==> src/dmma_pkg.sv <==
// Shared constants, types and helpers of the matrix multiply-accumulate engine.
`default_nettype none
package dmma_pkg;

  localparam int MAX_DIM = 64;
  localparam int IDX_W   = $clog2(MAX_DIM);
  localparam int DIM_W   = IDX_W + 1;
  localparam int ADDR_W  = 2 * IDX_W;
  localparam int DEPTH   = MAX_DIM * MAX_DIM;
  localparam int AB_W    = 32;
  localparam int C_W     = 64;

  typedef enum logic [1:0] {
    MODE_LOAD_A  = 2'd0,
    MODE_LOAD_B  = 2'd1,
    MODE_LOAD_C  = 2'd2,
    MODE_COMPUTE = 2'd3
  } mode_t;

  localparam logic REG_DIM = 1'b0;

  typedef enum logic [3:0] {
    S_IDLE  = 4'b0001,
    S_WAIT  = 4'b0010,
    S_ISSUE = 4'b0100,
    S_DRAIN = 4'b1000
  } state_t;

  typedef struct packed {
    logic vld;
    logic first;
    logic lastk;
  } mac_ctl_t;

  function automatic logic [C_W-1:0] sat_add(input logic [C_W-1:0] a,
                                             input logic [C_W-1:0] b);
    logic [C_W-1:0] s;
    s = a + b;
    if ((a[C_W-1] == b[C_W-1]) && (s[C_W-1] != a[C_W-1])) begin
      s = a[C_W-1] ? {1'b1, {(C_W-1){1'b0}}} : {1'b0, {(C_W-1){1'b1}}};
    end
    return s;
  endfunction

endpackage
`default_nettype wire

==> src/dmma_mac.sv <==
// Two-stage multiply and saturating accumulate datapath fed by the store reads.
`default_nettype none
module dmma_mac (
  input  wire logic                     clk,
  input  wire logic                     rst_n,
  input  wire dmma_pkg::mac_ctl_t       issue,
  input  wire logic [dmma_pkg::AB_W-1:0] a_rdata,
  input  wire logic [dmma_pkg::AB_W-1:0] b_rdata,
  input  wire logic [dmma_pkg::C_W-1:0]  c_rdata,
  output logic                          res_vld,
  output logic      [dmma_pkg::C_W-1:0]  res_value
);
  import dmma_pkg::*;

  mac_ctl_t            s1_r, s2_r;
  logic signed [AB_W-1:0] a_s, b_s;
  logic signed [C_W-1:0]  prod_nxt;
  logic [C_W-1:0]      prod_r, cinit_r, acc_r, base, sum;

  assign a_s      = $signed(a_rdata);
  assign b_s      = $signed(b_rdata);
  assign prod_nxt = a_s * b_s;

  always_ff @(posedge clk) begin
    if (!rst_n) begin
      s1_r <= '0;
      s2_r <= '0;
    end else begin
      s1_r <= issue;
      s2_r <= s1_r;
    end
  end

  always_ff @(posedge clk) begin
    if (s1_r.vld) begin
      prod_r  <= prod_nxt;
      cinit_r <= c_rdata;
    end
    if (s2_r.vld) begin
      acc_r <= sum;
    end
  end

  assign base      = s2_r.first ? cinit_r : acc_r;
  assign sum       = sat_add(base, prod_r);
  assign res_vld   = s2_r.vld && s2_r.lastk;
  assign res_value = sum;

endmodule
`default_nettype wire

==> config.mk <==
export PLATFORM = sky130hd
export DESIGN_NAME = dmma_mac
export DESIGN_NICKNAME = d
export VERILOG_FILES = /design/src/dmma_pkg.sv /design/src/dmma_mac.sv
export SDC_FILE = /design/constraint.sdc
export NUM_CORES = 2
export LEC_CHECK = 0
export BUFFER_PORTS_ARGS = -buffer_cell sky130_fd_sc_hd__buf_4
export CORE_MARGIN = 2
export CORE_UTILIZATION = 35
export CTS_CLUSTER_SIZE = 12
export DETAILED_ROUTE_END_ITERATION = 12
export GPL_ROUTABILITY_DRIVEN = 0
export SLEW_MARGIN = 30
export SYNTH_ARGS = -nofsm -noshare
export SYNTH_HDL_FRONTEND = slang
export SYNTH_SLANG_ARGS = --single-unit
==> constraint.sdc <==
create_clock -name clk -period 11.3 [get_ports clk]
set_input_delay 2.26 -clock clk [delete_from_list [all_inputs] [get_ports clk]]
set_output_delay 2.26 -clock clk [all_outputs]
set_load 0.05 [all_outputs]
==> out/results.txt <==
Status: finished, final reports clean
DRC viols: 0
Pins Over Slew Limit: 0
Final Core Density: 0.3792
Initial antenna violation count: 3
I/O pins: 198
Vias per inst: 4.987
Max-Cap Viols: 0
Yosys cell types: 83
Share of cells above drive strength 1: 0.07255
Root Buffer: clkbuf_16
Setup slack after layout: 1.152 ns
Synthesis Warnings: 0
Setup crit start kind: input pin
Num Clock Sinks: 198
Final Critical Period: 10.15 ns
Vias: 32690
Postcts setup bufs: 0
Pin count of the biggest net entering global routing: 65
Hold Violations, Final: 0
CP Data Required Time: 11.52 ns
Initial Util: 0.3518
Post-synth top flop: edfxtp_1
CP most frequent cell: fa_1
Detailed Routing Iterations Pass 1: 5
Antenna-violating nets left: 0
Dpl ws: 0.6862 ns
Fin nets: 6233
Count of final setup violators: 0
Global-route wire length before repair: 212.6 mm
# hold bufs at CTS: 0
RSZ-0062 raised after global routing: false
CP arrival: 10.37 ns
Fmax: 98.54 MHz
Die Span X: 369.8 µm
CTS H-tree lvls: 4
All-layer global routing usage: 0.2019
Worst-path clk slew: 0.08 ns
Total core area: 133100 µm²
DRT iter0 DRCs: 2082
Sequential area share after synthesis: 0.1257
Synth Net Count: 6227
Dpl hpwl: 104.9 mm
Ys async rst share: 0
Cells after Synth: 4764
Syn Area/Cell: 9.830 µm²
Top-area cell type share of the netlist area: 0.4629
Synth area leader: fa_1
Area Overhead vs Synth: 7.793%
Die Footprint: 136700 µm²
Wire per inst: 20.40 µm
Setup TNS: 0 ns
# rows: 134
CTS tree: yes
GRT Residual Overflow: 0
Synth top area cells: fa_1 (46%), edfxtp_1 (12%), inv_1 (8.0%)
Final Cycle Share: 0.8981
Final Skew: 0.01656 ns
Die Y: 369.8 µm
WL final: 133.7 mm
Crit-path max cell delay: 0.56 ns
Post-synthesis instance area: 46830 µm²
# resized after CTS: 0
Setup CP Type: input pin to flop
EDFF count, synth: 192
Hold Crit Class: flop to flop
Hold_ws: 0.4489 ns
Clk buf depth: 2
Clock latency on the worst-skew pair: 0.48 ns
Cts bufs inserted: 17
Critical Path Sink Type: flop
CP Max Fanout: 32
Max-slew headroom: 0.3809
Port bufs: 197
Worst slew pin tran: 0.9286 ns
FF+latch count, synth: 198
Critical path's slowest cell: fa_1
Number of global-route vias before repair: 36100
cells in the final DEF, fill, tap and decap left out, drive strengths merged, types with 24 or more instances in the layout:
cell type  count
xor2          48
o21ai        132
buf          227
and2         529
nor2          88
fa          1083
inv         1004
ha           247
mux2          63
xnor2         77
a21oi        140
nand3         24
nand2        569
edfxtp       192
a21o          54
final timing paths:
kind                                 start         end  slack, ns  cells past startpoint
worst max-delay path            a_rdata[9]  prod_r[61]       1.15                     29
worst min-delay path               s1_r[0]     s2_r[0]       0.45                      1
worst max register to register     s2_r[1]   acc_r[45]       5.74                     13
worst min register to register     s1_r[0]     s2_r[0]       0.45                      1
area by class of cell:
| class | instances | area [µm²] |
|---|---|---|
| multi-input cells | 3328 | 36290 |
| repair buffers | 227 | 1724 |
| fillers | 13420 | 82640 |
| flip-flops and latches | 198 | 5892 |
| clock buffers | 17 | 425.4 |
| well taps | 1768 | 2212 |
| diodes | 4 | 10.01 |
| clock inverters | 15 | 177.7 |
| inverters | 998 | 3746 |
routing by layer:
metal | GRT usage | vias to the layer above | part of all wire
met4 | 0.04159 | 2 | 0.018
met2 | 0.3306 | 1117 | 0.47
li1 | - | 14410 | -
met3 | 0.04173 | 137 | 0.082
met5 | 0 | - | 0.000067
met1 | 0.2769 | 17020 | 0.43
metrics by stage:
stage	instance area, µm²	instances
2_1_floorplan	46830	4764
3_3_place_gp	49840	6518
3_5_place_dp	49870	6519
4_1_cts	50470	6551
5_1_grt	50470	6551
6_report	50480	6555
cells by family after synthesis:
logic type	share of synthesized area
fa+ha+maj	0.5291
simple gates	0.1420
buf+inv	0.09952
compound gates	0.06490
flops	0.1257
xor+xnor	0.02338
mux	0.01536
state kept, by name (all words and copies together) (netlist names):
name / count
acc_r: 64
s2_r: 3
s1_r: 3
prod_r: 64
cinit_r: 64
synth_stat cells, drive strengths merged, types with 9 or more instances:
| master | n |
|---|---|
| a211oi | 13 |
| inv | 997 |
| fa | 1083 |
| o21ai | 132 |
| nand4 | 18 |
| nand2 | 569 |
| xnor2 | 77 |
| o31ai | 12 |
| mux2 | 63 |
| a21boi | 9 |
| a31oi | 14 |
| and3 | 16 |
| and2 | 529 |
| xor2 | 48 |
| clkbuf | 230 |
| o21bai | 22 |
| edfxtp | 192 |
| o21a | 20 |
| nand2b | 20 |
| ha | 247 |
| a21o | 54 |
| nor2b | 16 |
| nor3 | 20 |
| nand3 | 24 |
| a21oi | 140 |
| nor2 | 88 |
| buf | 10 |
| o211ai | 12 |
critical path, delay by kind of cell:
| kind | cells | cell delay, ns |
|---|---|---|
| simple gates | 2 | 0.41 |
| xor+xnor | 1 | 0.16 |
| buf+inv | 8 | 0.74 |
| compound gates | 9 | 2.43 |
| fa+ha+maj | 9 | 4.30 |
Power is left out: the tool's default activity adds up to more than one toggle a clock period on the data nets, which glitch-free logic cannot reach.
